### src/hdl/cfa_pkg.sv
`timescale 1ns / 1ps
// Shared types, widths and constants for the cluster feature accumulator.
// No dependencies; every other file of the block imports this package.
package cfa_pkg;

    // Capacity of one cluster and the widths that follow from it
    localparam int MAX_POINTS = 4096;
    localparam int LOG_MAX    = $clog2(MAX_POINTS);
    localparam int CNT_W      = $clog2(MAX_POINTS + 1);

    // Field widths
    localparam int COORD_W = 24;
    localparam int ATTR_W  = 16;
    localparam int CSUM_W  = COORD_W + LOG_MAX;
    localparam int ASUM_W  = ATTR_W + LOG_MAX;
    localparam int VAL_W   = 33;
    localparam int KIND_W  = 3;
    localparam int CFG_W   = 41;
    localparam int DENS_W  = 32;

    // Stream widths
    localparam int IN_W       = 3 * COORD_W + 3 * ATTR_W;
    localparam int OUT_DATA_W = ((3 * VAL_W + 7) / 8) * 8;
    localparam int OUT_USER_W = KIND_W + 1;

    // Shared multiplier and volume arithmetic
    localparam int MUL_W  = 32;
    localparam int PROD_W = 2 * COORD_W;
    localparam int FULL_W = 3 * COORD_W;
    localparam int VOL_W  = 63;
    localparam logic [VOL_W-1:0] VOL_CAP = {1'b1, {(VOL_W-1){1'b0}}};

    // Density scale: mm^3 to m^3
    localparam int         SCALE_W    = 30;
    localparam logic [MUL_W-1:0] DENS_SCALE = 32'd1000000000;

    // Shared divider: dividend covers count * 1e9, divisor covers the volume
    localparam int DVD_W = CNT_W + SCALE_W;
    localparam int DVS_W = VOL_W;

    localparam logic [CFG_W-1:0] CFG_RESET = 41'd1000;

    // One point; first member sits in the top bits, so x lands lowest
    typedef struct packed {
        logic [ATTR_W-1:0]  nir;
        logic [ATTR_W-1:0]  inten;
        logic [ATTR_W-1:0]  refl;
        logic [COORD_W-1:0] z;
        logic [COORD_W-1:0] y;
        logic [COORD_W-1:0] x;
    } t_point;

    // Accumulated cluster state, index 0 = x / reflectivity
    typedef struct packed {
        logic                          dropped;
        logic [CNT_W-1:0]              count;
        logic [2:0][ASUM_W-1:0]        asum;
        logic [2:0][COORD_W-1:0]       box_hi;
        logic [2:0][COORD_W-1:0]       box_lo;
        logic [2:0][CSUM_W-1:0]        csum;
    } t_acc;

    // Divider request
    typedef struct packed {
        logic             start;
        logic [DVD_W-1:0] dividend;
        logic [DVS_W-1:0] divisor;
    } t_div_req;

    typedef enum logic [KIND_W-1:0] {
        KIND_CENTROID = 3'd0,
        KIND_BOX_MIN  = 3'd1,
        KIND_BOX_MAX  = 3'd2,
        KIND_AVERAGE  = 3'd3,
        KIND_COUNT    = 3'd4
    } t_kind;

    typedef enum logic [2:0] {
        JOB_CX, JOB_CY, JOB_CZ, JOB_AR, JOB_AI, JOB_AN, JOB_DENS
    } t_job;

    typedef enum logic [3:0] {
        S_IDLE, S_MUL_XY, S_MUL_LO, S_MUL_HI, S_MUL_CNT,
        S_VOL_SUM, S_VOL_SAT, S_VOL_FLOOR,
        S_DIV_START, S_DIV_WAIT, S_OUT
    } t_state;

    // Sign-extend a coordinate to the result width
    function automatic logic [VAL_W-1:0] sext_coord(input logic [COORD_W-1:0] v);
        return VAL_W'($signed(v));
    endfunction

endpackage

### src/hdl/cfa_accum.sv
`timescale 1ns / 1ps
// Per-point accumulator: coordinate sums, bounding box, attribute sums,
// point count and drop flag. Depends on cfa_pkg.
module cfa_accum (
    input  logic            i_clk,
    input  logic            i_rst_n,
    input  logic            i_take,
    input  cfa_pkg::t_point i_point,
    input  logic            i_clear,
    output cfa_pkg::t_acc   o_acc
);
    import cfa_pkg::*;

    logic [2:0][CSUM_W-1:0]  r_csum;
    logic [2:0][ASUM_W-1:0]  r_asum;
    logic [2:0][COORD_W-1:0] r_box_lo;
    logic [2:0][COORD_W-1:0] r_box_hi;
    logic [CNT_W-1:0]        r_count;
    logic                    r_dropped;

    logic [2:0][COORD_W-1:0] pt_c;
    logic [2:0][ATTR_W-1:0]  pt_a;
    logic                    room;

    assign pt_c = {i_point.z, i_point.y, i_point.x};
    assign pt_a = {i_point.nir, i_point.inten, i_point.refl};
    assign room = (r_count < CNT_W'(MAX_POINTS));

    // Sums, count and drop flag
    always_ff @(posedge i_clk) begin
        if (!i_rst_n || i_clear) begin
            r_csum    <= '0;
            r_asum    <= '0;
            r_count   <= '0;
            r_dropped <= 1'b0;
        end else if (i_take) begin
            if (room) begin
                for (int i = 0; i < 3; i++) begin
                    r_csum[i] <= r_csum[i] + CSUM_W'($signed(pt_c[i]));
                    r_asum[i] <= r_asum[i] + ASUM_W'(pt_a[i]);
                end
                r_count <= r_count + 1'b1;
            end else begin
                r_dropped <= 1'b1;
            end
        end
    end

    // Bounding box, loaded by the first point of a cluster
    always_ff @(posedge i_clk) begin
        if (i_take && room) begin
            for (int i = 0; i < 3; i++) begin
                if (r_count == '0 || $signed(pt_c[i]) < $signed(r_box_lo[i])) begin
                    r_box_lo[i] <= pt_c[i];
                end
                if (r_count == '0 || $signed(pt_c[i]) > $signed(r_box_hi[i])) begin
                    r_box_hi[i] <= pt_c[i];
                end
            end
        end
    end

    assign o_acc.csum    = r_csum;
    assign o_acc.asum    = r_asum;
    assign o_acc.box_lo  = r_box_lo;
    assign o_acc.box_hi  = r_box_hi;
    assign o_acc.count   = r_count;
    assign o_acc.dropped = r_dropped;

endmodule

### src/hdl/cfa_mul.sv
`timescale 1ns / 1ps
// Shared unsigned multiplier with a registered product.
// Depends on cfa_pkg.
module cfa_mul (
    input  logic                            i_clk,
    input  logic [cfa_pkg::MUL_W-1:0]       i_a,
    input  logic [cfa_pkg::MUL_W-1:0]       i_b,
    output logic [2*cfa_pkg::MUL_W-1:0]     o_prod
);
    import cfa_pkg::*;

    logic [2*MUL_W-1:0] r_prod;

    always_ff @(posedge i_clk) begin
        r_prod <= (2*MUL_W)'(i_a) * (2*MUL_W)'(i_b);
    end

    assign o_prod = r_prod;

endmodule

### src/hdl/cfa_div.sv
`timescale 1ns / 1ps
// Shared restoring divider, one quotient bit per cycle, unsigned operands.
// Depends on cfa_pkg.
module cfa_div (
    input  logic                       i_clk,
    input  logic                       i_rst_n,
    input  cfa_pkg::t_div_req          i_req,
    output logic                       o_done,
    output logic [cfa_pkg::DVD_W-1:0]  o_quot
);
    import cfa_pkg::*;

    localparam int STEP_W = $clog2(DVD_W + 1);

    logic [DVD_W-1:0]  r_q;
    logic [DVS_W-1:0]  r_rem;
    logic [DVS_W-1:0]  r_dvs;
    logic [STEP_W-1:0] r_cnt;
    logic              r_busy;
    logic              r_done;

    logic [DVS_W:0] trial;
    logic [DVS_W:0] diff;
    logic           ge;

    // Shift in the next dividend bit and try the subtract
    assign trial = {r_rem, r_q[DVD_W-1]};
    assign diff  = trial - {1'b0, r_dvs};
    assign ge    = (trial >= {1'b0, r_dvs});

    // Control
    always_ff @(posedge i_clk) begin
        if (!i_rst_n) begin
            r_busy <= 1'b0;
            r_done <= 1'b0;
            r_cnt  <= '0;
        end else begin
            r_done <= r_busy && (r_cnt == STEP_W'(1));
            if (i_req.start) begin
                r_busy <= 1'b1;
                r_cnt  <= STEP_W'(DVD_W);
            end else if (r_busy) begin
                r_cnt <= r_cnt - 1'b1;
                if (r_cnt == STEP_W'(1)) begin
                    r_busy <= 1'b0;
                end
            end
        end
    end

    // Datapath: quotient bits shift into the dividend register
    always_ff @(posedge i_clk) begin
        if (i_req.start) begin
            r_q   <= i_req.dividend;
            r_rem <= '0;
            r_dvs <= i_req.divisor;
        end else if (r_busy) begin
            r_rem <= ge ? diff[DVS_W-1:0] : trial[DVS_W-1:0];
            r_q   <= {r_q[DVD_W-2:0], ge};
        end
    end

    assign o_done = r_done;
    assign o_quot = r_q;

endmodule

### src/hdl/cluster_feature_accumulator.sv
`timescale 1ns / 1ps
// Top level of the cluster feature accumulator: sequencer, volume and density
// datapath, output register. Depends on cfa_pkg, cfa_accum, cfa_mul, cfa_div.
//
// Usage
//   Points of one cluster arrive on the s_axis channel, one per transfer;
//   s_axis_tlast marks the closing point. Ordinary points are absorbed one
//   per cycle. After the closing point the block drops s_axis_tready and
//   runs the volume through the shared 32x32 multiplier (4 products), then
//   seven divisions (centroid x/y/z, three averages, density) through the
//   shared one-bit-per-cycle divider, one division after another. The
//   first result shows on m_axis once the divisions are done; the five
//   results follow back to back as m_axis_tready allows, kind in
//   m_axis_tuser, the fifth with m_axis_tlast. Points of the next cluster are
//   accepted again once the fifth result sits in the output register.
//   A stalled receiver holds the output register and the sequencer; nothing
//   is dropped. Points past capacity are discarded and flagged.
//   min_volume is to be written through i_cfg_wr_en / i_cfg_wr_data while
//   idle; the block does not enforce this. Reset (synchronous, active low)
//   empties the cluster and sets min_volume to 1000.
module cluster_feature_accumulator (
    input  logic                             i_clk,
    input  logic                             i_rst_n,
    input  logic                             i_cfg_wr_en,
    input  logic [cfa_pkg::CFG_W-1:0]        i_cfg_wr_data,
    input  logic                             s_axis_tvalid,
    output logic                             s_axis_tready,
    // point_x, point_y, point_z, reflect_value, intensity_value, nir_value
    input  logic [cfa_pkg::IN_W-1:0]         s_axis_tdata,
    input  logic                             s_axis_tlast,
    output logic                             m_axis_tvalid,
    input  logic                             m_axis_tready,
    // value_a, value_b, value_c, zero padding
    output logic [cfa_pkg::OUT_DATA_W-1:0]   m_axis_tdata,
    // result_kind, overflow
    output logic [cfa_pkg::OUT_USER_W-1:0]   m_axis_tuser,
    output logic                             m_axis_tlast
);
    import cfa_pkg::*;

    t_state r_state, n_state;

    logic [CFG_W-1:0]   r_min_volume;
    logic [CFG_W-1:0]   floor_v;

    t_point             in_pt;
    logic               take;
    logic               acc_clear;
    t_acc               acc;

    logic [2:0][COORD_W-1:0] span;
    logic [MUL_W-1:0]   mul_a;
    logic [MUL_W-1:0]   mul_b;
    logic [2*MUL_W-1:0] prod;

    t_div_req           div_req;
    logic               div_start;
    logic               div_done;
    logic [DVD_W-1:0]   div_quot;
    logic               div_neg;
    logic [1:0]         axis;
    logic [CSUM_W-1:0]  csum_sel;
    logic [CSUM_W-1:0]  csum_mag;

    logic [PROD_W-1:0]  r_pxy;
    logic [PROD_W-1:0]  r_vol_lo;
    logic [PROD_W-1:0]  r_vol_hi;
    logic [FULL_W-1:0]  r_vol_full;
    logic [VOL_W-1:0]   r_vol;
    logic [DVD_W-1:0]   r_dens_num;
    t_job               r_job;
    logic [2:0][COORD_W-1:0] r_cent;
    logic [2:0][ATTR_W-1:0]  r_avg;
    logic [DENS_W-1:0]  r_dens;
    logic [COORD_W-1:0] cent_val;

    t_kind              r_kind;
    logic               load_out;
    logic               r_out_valid;
    logic [VAL_W-1:0]   r_out_a, r_out_b, r_out_c;
    logic [VAL_W-1:0]   n_out_a, n_out_b, n_out_c;
    logic [KIND_W-1:0]  r_out_kind;
    logic               r_out_last, n_out_last;
    logic               r_out_ovf;

    assign in_pt         = t_point'(s_axis_tdata);
    assign s_axis_tready = (r_state == S_IDLE);
    assign take          = s_axis_tvalid && s_axis_tready;
    assign floor_v       = (r_min_volume == '0) ? CFG_W'(1) : r_min_volume;

    // Configuration register
    always_ff @(posedge i_clk) begin
        if (!i_rst_n) begin
            r_min_volume <= CFG_RESET;
        end else if (i_cfg_wr_en) begin
            r_min_volume <= i_cfg_wr_data;
        end
    end

    cfa_accum u_accum (
        .i_clk   (i_clk),
        .i_rst_n (i_rst_n),
        .i_take  (take),
        .i_point (in_pt),
        .i_clear (acc_clear),
        .o_acc   (acc)
    );

    // Box extents; the true difference always fits the coordinate width
    always_comb begin
        for (int i = 0; i < 3; i++) begin
            span[i] = acc.box_hi[i] - acc.box_lo[i];
        end
    end

    cfa_mul u_mul (
        .i_clk  (i_clk),
        .i_a    (mul_a),
        .i_b    (mul_b),
        .o_prod (prod)
    );

    // Divider operands by job
    always_comb begin
        case (r_job)
            JOB_CX, JOB_AR: axis = 2'd0;
            JOB_CY, JOB_AI: axis = 2'd1;
            JOB_CZ, JOB_AN: axis = 2'd2;
            default:        axis = 2'd0;
        endcase
        csum_sel = acc.csum[axis];
        div_neg  = csum_sel[CSUM_W-1];
        csum_mag = div_neg ? (~csum_sel + 1'b1) : csum_sel;

        div_req.start = div_start;
        case (r_job)
            JOB_CX, JOB_CY, JOB_CZ: begin
                div_req.dividend = DVD_W'(csum_mag);
                div_req.divisor  = DVS_W'(acc.count);
            end
            JOB_AR, JOB_AI, JOB_AN: begin
                div_req.dividend = DVD_W'(acc.asum[axis]);
                div_req.divisor  = DVS_W'(acc.count);
            end
            default: begin
                div_req.dividend = r_dens_num;
                div_req.divisor  = r_vol;
            end
        endcase
    end

    cfa_div u_div (
        .i_clk   (i_clk),
        .i_rst_n (i_rst_n),
        .i_req   (div_req),
        .o_done  (div_done),
        .o_quot  (div_quot)
    );

    // Sequencer state register
    always_ff @(posedge i_clk) begin
        if (!i_rst_n) begin
            r_state <= S_IDLE;
        end else begin
            r_state <= n_state;
        end
    end

    // Sequencer next state and controls
    always_comb begin
        n_state   = r_state;
        mul_a     = '0;
        mul_b     = '0;
        div_start = 1'b0;
        load_out  = 1'b0;
        acc_clear = 1'b0;
        case (r_state)
            S_IDLE: begin
                if (take && s_axis_tlast) begin
                    n_state = S_MUL_XY;
                end
            end
            S_MUL_XY: begin
                mul_a   = MUL_W'(span[0]);
                mul_b   = MUL_W'(span[1]);
                n_state = S_MUL_LO;
            end
            S_MUL_LO: begin
                mul_a   = MUL_W'(prod[COORD_W-1:0]);
                mul_b   = MUL_W'(span[2]);
                n_state = S_MUL_HI;
            end
            S_MUL_HI: begin
                mul_a   = MUL_W'(r_pxy[PROD_W-1:COORD_W]);
                mul_b   = MUL_W'(span[2]);
                n_state = S_MUL_CNT;
            end
            S_MUL_CNT: begin
                mul_a   = MUL_W'(acc.count);
                mul_b   = DENS_SCALE;
                n_state = S_VOL_SUM;
            end
            S_VOL_SUM:   n_state = S_VOL_SAT;
            S_VOL_SAT:   n_state = S_VOL_FLOOR;
            S_VOL_FLOOR: n_state = S_DIV_START;
            S_DIV_START: begin
                div_start = 1'b1;
                n_state   = S_DIV_WAIT;
            end
            S_DIV_WAIT: begin
                if (div_done) begin
                    n_state = (r_job == JOB_DENS) ? S_OUT : S_DIV_START;
                end
            end
            S_OUT: begin
                if (!r_out_valid || m_axis_tready) begin
                    load_out = 1'b1;
                    if (r_kind == KIND_COUNT) begin
                        acc_clear = 1'b1;
                        n_state   = S_IDLE;
                    end
                end
            end
            default: n_state = S_IDLE;
        endcase
    end

    // Volume and quotient registers
    assign cent_val = div_neg ? (~div_quot[COORD_W-1:0] + 1'b1) : div_quot[COORD_W-1:0];

    always_ff @(posedge i_clk) begin
        case (r_state)
            S_MUL_LO:  r_pxy    <= prod[PROD_W-1:0];
            S_MUL_HI:  r_vol_lo <= prod[PROD_W-1:0];
            S_MUL_CNT: r_vol_hi <= prod[PROD_W-1:0];
            S_VOL_SUM: begin
                r_dens_num <= prod[DVD_W-1:0];
                r_vol_full <= {r_vol_hi, {COORD_W{1'b0}}} + FULL_W'(r_vol_lo);
            end
            S_VOL_SAT: begin
                r_vol <= (r_vol_full > FULL_W'(VOL_CAP)) ? VOL_CAP
                                                          : r_vol_full[VOL_W-1:0];
            end
            S_VOL_FLOOR: begin
                if (r_vol < VOL_W'(floor_v)) begin
                    r_vol <= VOL_W'(floor_v);
                end
            end
            S_DIV_WAIT: begin
                if (div_done) begin
                    case (r_job)
                        JOB_CX, JOB_CY, JOB_CZ: r_cent[axis] <= cent_val;
                        JOB_AR, JOB_AI, JOB_AN: r_avg[axis]  <= div_quot[ATTR_W-1:0];
                        default: begin
                            r_dens <= (|div_quot[DVD_W-1:DENS_W]) ? '1
                                                                  : div_quot[DENS_W-1:0];
                        end
                    endcase
                end
            end
            default: ;
        endcase
    end

    // Job and result counters
    always_ff @(posedge i_clk) begin
        if (!i_rst_n) begin
            r_job  <= JOB_CX;
            r_kind <= KIND_CENTROID;
        end else begin
            if (r_state == S_IDLE) begin
                r_job <= JOB_CX;
            end else if (r_state == S_DIV_WAIT && div_done && r_job != JOB_DENS) begin
                r_job <= t_job'(r_job + 3'd1);
            end
            if (load_out) begin
                r_kind <= (r_kind == KIND_COUNT) ? KIND_CENTROID
                                                 : t_kind'(r_kind + 3'd1);
            end
        end
    end

    // Result selection
    always_comb begin
        n_out_last = 1'b0;
        case (r_kind)
            KIND_CENTROID: begin
                n_out_a = sext_coord(r_cent[0]);
                n_out_b = sext_coord(r_cent[1]);
                n_out_c = sext_coord(r_cent[2]);
            end
            KIND_BOX_MIN: begin
                n_out_a = sext_coord(acc.box_lo[0]);
                n_out_b = sext_coord(acc.box_lo[1]);
                n_out_c = sext_coord(acc.box_lo[2]);
            end
            KIND_BOX_MAX: begin
                n_out_a = sext_coord(acc.box_hi[0]);
                n_out_b = sext_coord(acc.box_hi[1]);
                n_out_c = sext_coord(acc.box_hi[2]);
            end
            KIND_AVERAGE: begin
                n_out_a = VAL_W'(r_avg[0]);
                n_out_b = VAL_W'(r_avg[1]);
                n_out_c = VAL_W'(r_avg[2]);
            end
            KIND_COUNT: begin
                n_out_a    = VAL_W'(acc.count);
                n_out_b    = VAL_W'(r_dens);
                n_out_c    = '0;
                n_out_last = 1'b1;
            end
            default: begin
                n_out_a = '0;
                n_out_b = '0;
                n_out_c = '0;
            end
        endcase
    end

    // Output register
    always_ff @(posedge i_clk) begin
        if (!i_rst_n) begin
            r_out_valid <= 1'b0;
        end else if (load_out) begin
            r_out_valid <= 1'b1;
        end else if (m_axis_tready) begin
            r_out_valid <= 1'b0;
        end
    end

    always_ff @(posedge i_clk) begin
        if (load_out) begin
            r_out_a    <= n_out_a;
            r_out_b    <= n_out_b;
            r_out_c    <= n_out_c;
            r_out_kind <= r_kind;
            r_out_last <= n_out_last;
            r_out_ovf  <= acc.dropped;
        end
    end

    assign m_axis_tvalid = r_out_valid;
    assign m_axis_tdata  = {{(OUT_DATA_W-3*VAL_W){1'b0}}, r_out_c, r_out_b, r_out_a};
    assign m_axis_tuser  = {r_out_ovf, r_out_kind};
    assign m_axis_tlast  = r_out_last;

endmodule

### config.mk
export PLATFORM = sky130hd
export DESIGN_NAME = cluster_feature_accumulator
export DESIGN_NICKNAME = d
export VERILOG_FILES = /design/src/hdl/cfa_pkg.sv /design/src/hdl/cfa_accum.sv /design/src/hdl/cfa_mul.sv /design/src/hdl/cfa_div.sv /design/src/hdl/cluster_feature_accumulator.sv
export SDC_FILE = /design/constraint.sdc
export NUM_CORES = 2
export LEC_CHECK = 0
export ABC_AREA = 1
export BUFFER_PORTS_ARGS = -buffer_cell sky130_fd_sc_hd__buf_2
export CORE_MARGIN = 10
export CORE_UTILIZATION = 55
export DETAILED_ROUTE_END_ITERATION = 10
export PLACE_DENSITY = 0.78
export SLEW_MARGIN = 20
export SYNTH_ARGS = -nofsm -noshare
export SYNTH_HDL_FRONTEND = slang
export SYNTH_SLANG_ARGS = --single-unit
### constraint.sdc
create_clock -name i_clk -period 17.31 [get_ports i_clk]
set_input_delay 1.731 -clock i_clk [delete_from_list [all_inputs] [get_ports i_clk]]
set_output_delay 1.731 -clock i_clk [all_outputs]
set_load 0.01 [all_outputs]
# Word level (Yosys, flattened, before mapping)
# Cells that the tools add are included.
# totals
register_bits	1205
latch_bits	0
ram_bits	0
rom_bits	0
input_bits	167
out_inout_bits	111
wordCells	201
n_memories	0
# op_classes
addsub	17
mul	1
div	0
n_lt_le_gt_ge	12
n_eq_ne	27
shift	0
mux	46
bitwise_logic	5
reduce_logical	47
# ops
op	n
one-hot mux 33 bit (5 select lines)	2
one-hot mux 106 bit (2 select lines)	1
two-way mux 63 bit	3
one-hot mux 33 bit (4 select lines)	1
one-hot mux 63 bit (2 select lines)	1
adder 36 bit	3
one-hot mux 24 bit (4 select lines)	1
one-hot mux 30 bit (3 select lines)	1
two-way mux 43 bit	2
adder 28 x 16 -> 28 bit	3
adder 72 x 48 -> 72 bit	1
binary-select mux 36 bit (select 2 bit)	1
bitwise mux 72 bit	1
greater-than comparator 24 bit	3
greater-than comparator 72 x 63 -> 1 bit (second input constant)	1
less-than comparator 24 bit	3
two-way mux 36 bit	2
subtractor 24 bit	3
>= comparator 64 x 63 -> 1 bit	1
less-than comparator 63 x 41 -> 1 bit	1
subtractor 63 bit	1
binary-select mux 28 bit (select 2 bit)	1
bitwise mux 48 bit	1
demux 24 bit (select 2 bit)	1
other kinds (50)	116

# Depth between registers and ports, before layout
# logic_depth
ltp_word	10
depth_mapped	43
depth_no_buf	42

# Hierarchy
# A second synthesis with hierarchy kept.
# unflattened
cells_unflattened	14810
area_unflattened_um2	110322.1
# modules_own_cells
mod	instances	cells_each	area_each_um2	seq_area_each_um2
cfa_mul	1	5089	37553.5	1281.2
cluster_feature_accumulator	1	3736	33051.7	17136.4
cfa_accum	1	3877	26271.4	8448.1
cfa_div	1	2108	13445.4	4604.4

# Worst setup path after synthesis
# Ideal clock, no wire load.
# synth_path
kind	flip-flop to flip-flop
from	register r_state[2]
to	register u_mul.r_prod[44], in the netlist u_mul.o_prod[44]
setup_ns	0.072
arrival_ns	9.470
required_ns	17.238
slack_ns	7.769
stages_incl_launch_ff	34
path_buffers	3
synth_period_minus_slack_ns	9.541
cell_sequence	dfxtp_1 inv_1 nor2_1 inv_1 nor2_1 inv_2 clkbuf_1 nor2_1 inv_1 nand4_1 clkbuf_1 nand2_1 fa_1 inv_1 fa_1 fa_1 inv_1 fa_1 inv_1 fa_1 fa_1 inv_1 fa_1 inv_1 ha_1 clkbuf_1 nand2_1 nor4_1 and3_1 a21oi_1 o21bai_1 nand3_1 nand2_1 xor2_1
# synth_between
elab_chain_cells	4
elab_cells_between_ends	8
classes_between	1 x mul; 4 x eq/ne; 2 x mux; 1 x reduce/logical
# synth_rtl
item	line_no	source
from (decl)	cluster_feature_accumulator.sv:41	t_state r_state, n_state;
from (signal assigned)	cluster_feature_accumulator.sv:165	r_state <= n_state;
== test 4 x 2 -> 1 bit	cluster_feature_accumulator.sv:177	case (r_state)
OR reduction 2 bit (no source line)	--	
one-hot mux 30 bit (3 select lines)	cluster_feature_accumulator.sv:177	
multiplier 24 x 30 -> 48 bit *	cfa_mul.sv:15	r_prod <= (2*MUL_W)'(i_a) * (2*MUL_W)'(i_b);
to (signal assigned)	cfa_mul.sv:15	
to (decl)	cfa_mul.sv:12	logic [2*MUL_W-1:0] r_prod;
# Mark *: on every way between the ends. The rest lies on a longest branch, timed or not.
# A chain may end at the register's enable or synchronous reset.

# Final worst setup path
# layout_path
from	register r_state[3]
to	register u_mul.r_prod[40], in the netlist u_mul.o_prod[40]
# Same word-level chain as after synthesis.

==> flow_summary.toml <==
[timing]
slew_headroom = 0.214
worst_pin_slew_ns = 1.18
tns_ns = 0
fin_ws_ns = 7.47
hold_slack_ns = 0.377
hold_violations = 0
drv_slew = 0
fin_crit_sh = 0.569
setup_violations = 0
fin_crit_ns = 9.84
rsz0062_at_grt = "no"
clock_skew_ns = 0.0513
max_freq_mhz = 102

[cells_and_area]
multi_input_area_mm2 = 0.0514
ff_latch_area_mm2 = 0.0311
drive_gt1_frac = 0.0627
fin_util = 0.603
fin_nets = 12800
n_fill_cell = 14700
syn2layout_area_growth_pct = 9.06

[power_and_ir_drop]
cellPowerDensity_mw_per_mm2 = 182
combPwrFrac = 0.596
peakVddDrop_uv = 196
seq_power_share = 0.240
p_int_mw = 8.84
p_switching_mw = 9.28
sw_frac_of_total = 0.512
static-leakage-power_nw = 46.6
pwr-share-clk = 0.164

[setup_path]
worstSetupStartpointType = "register"
crit_top_cell = "inv_1"
critPathBufInv = 8
cpPeakStageDelay_ns = 0.84
critPathCaptureType = "register"
slowest_stage = "nor2_1"
path_delay_family = "adder cells"
r2r_setup_slack_ns = 7.47
worst_ep_arrival_time_ns = 10.52
crit_fanout = 21
worstPathRequired_ns = 17.99
path_class = "reg2reg"

[routing]
wl_met3_mm = 45.0
via_per_inst = 6.01
dr.pass1.iters = 9
route.top_layer_used = "met5"
remaining_drc_errors = 0
drt_first_iter_violations = 11000
vias = 82400
routed_wl_mm = 345
wl_met1_mm = 132
met2_length_mm = 143
routedWlPerCell_um = 25.1
ant_nets = 0

[synth]
syn_avg_cell_area_um2 = 8.16
ys_ff_latch = 1163
ys_warn_count = 0
yosysSeqAreaShare = 0.341
synth-edff-count = 786
synth_cell_types = 71
synthCells = 11200
synthesis.area_mm2 = 0.0913
synthArstFlopShare = 0
ys.flop_type = "edfxtp_1"

[floorplan]
top_level_ports = 278
start_util = 0.553
core_area_mm2 = 0.165
num_rows = 149
die_w_um = 427
dieArea_mm2 = 0.183
die_h_um = 427

[clocking]
clk_latency_ns = 0.84
cts_buffers = 135
tritoncts = "done"
clk_path_buf_depth = 3
cts-root-buf = "clkbuf_16"
path_clk_slew_ns = 0.06
cts_sinks = 1163
holdBufCountCts = 0
post_cts_resized = 0
cts_setup_buffers = 0
h-tree-depth = 4

[global_route]
grt-ovfl-total = 0
grt_start_max_net_pins = 95
grt_pass1_wl_mm = 505
grt_usage = 0.371
antenna_found_initial = 20
grt_pass1_vias = 78800

[placement]
io_buffers = 272
dpl.hpwl_mm = 272
globalplace.congestion = 1.09
dp_slack_ns = 7.55

[min_path]
hold_class = "reg2reg"

[status]
status = "completed"

[job]
max_cap_viol_count = 0
[synth_stat cells (25+ instances only)]
master / count / area share
nor2_1: 971 / 0.040
nor4_1: 58 / 0.0040
a31oi_1: 46 / 0.0032
o21ai_0: 625 / 0.034
buf_1: 29 / 0.0012
a21oi_1: 761 / 0.042
clkbuf_1: 221 / 0.0091
xor2_1: 151 / 0.014
nand3_1: 465 / 0.025
xnor2_1: 106 / 0.010
edfxtp_1: 786 / 0.26
o21ai_1: 25 / 0.0014
fa_1: 593 / 0.13
o211ai_1: 65 / 0.0053
a221oi_1: 29 / 0.0028
buf_4: 30 / 0.0025
dfxtp_1: 377 / 0.083
nor3_1: 101 / 0.0055
a21o_1: 50 / 0.0041
inv_1: 1958 / 0.080
o22ai_1: 62 / 0.0042
nand2_1: 2380 / 0.098
nand4_1: 122 / 0.0084
buf_2: 47 / 0.0026
ha_1: 665 / 0.091
o221ai_1: 41 / 0.0039
o21bai_1: 117 / 0.0096
[area by class of cell]
class	instances	share of cell area
multi-input combinational	7725	0.517
sequential	1163	0.313
tap	2189	0.0275
clock inverter	77	0.00904
timing repair buffer	372	0.0215
inverter	1997	0.0753
antenna	16	0.000402
clock buffer	172	0.0368
[power by group through the flow]
stage	sequential (mW)	combinational, mW	clock [mW]
after CTS	4.30	10.5	2.99
after detailed placement	4.35	10.3	0
after global placement	4.33	10.2	0
after global routing	4.35	11.8	3.10
final	4.34	10.8	2.98
after floorplan	4.01	7.14	0
[metal layers]
| metal | track usage | vias to the layer above |
|---|---|---|
| li1 | - | 36900 |
| met1 | 0.491 | 39300 |
| met2 | 0.536 | 5208 |
| met3 | 0.108 | 1012 |
| met4 | 0.220 | 16 |
| met5 | 0 | - |
[placed cells by master, fill, tap and decap left out, types with 65 or more instances in the layout]
master | Yosys | layout
nand3_1 | 465 | 464
fa_1 | 593 | 593
buf_2 | 47 | 272
clkbuf_16 | 0 | 137
o211ai_1 | 65 | 65
nor3_1 | 101 | 101
a21oi_1 | 761 | 755
xor2_1 | 151 | 151
ha_1 | 665 | 664
inv_1 | 1958 | 1953
buf_4 | 30 | 98
o21ai_0 | 625 | 623
xnor2_1 | 106 | 106
nor2_1 | 971 | 958
nand2_1 | 2380 | 2376
dfxtp_1 | 377 | 377
nand4_1 | 122 | 122
o21bai_1 | 117 | 117
edfxtp_1 | 786 | 786
[per-stage QoR]
stage	total power, mW	instance area (um^2)	std cells
after global placement	14.5	94900	13400
final	18.1	99600	13700
after floorplan	11.2	91400	11200
after global routing	19.3	99500	13700
after detailed placement	14.7	94900	13400
after CTS	17.7	99500	13700
[cell families (layout without fill, tap and decap cells)]
logic type | after synthesis | count (layout) | synth area share
AND/OR/NAND/NOR | 4190 | 4190 | 0.189
buffers and inverters | 2336 | 2618 | 0.0989
AO/OA/AOI/OAI | 1979 | 1979 | 0.125
adder cells (fa/ha/maj) | 1258 | 1258 | 0.221
flip-flops | 1163 | 1163 | 0.341
XOR/XNOR | 257 | 257 | 0.0247
other | 2 | 57 | 0.0000823
[worst paths after layout]
| check | from | to | cells past startpoint |
|---|---|---|---|
| min reg2reg | r_vol_lo[22] | r_vol_full[22] | 0 |
| max reg2reg | r_state[3] | u_mul.o_prod[40] | 33 |
| min | r_vol_lo[22] | r_vol_full[22] | 0 |
| max | r_state[3] | u_mul.o_prod[40] | 33 |
[sequential cells by signal (all words and copies together), names as in the netlist, 33 cells and up]
name / cells
r_cent: 72
u_div.o_quot: 43
u_accum.o_acc: 336
r_out_b: 33
u_div.r_rem: 63
u_div.r_dvs: 63
r_vol: 63
u_mul.o_prod: 48
r_min_volume: 41
r_vol_full: 72
r_dens_num: 43
r_avg: 48
r_vol_lo: 48
r_vol_hi: 48
(Power assumes the default switching activity.)
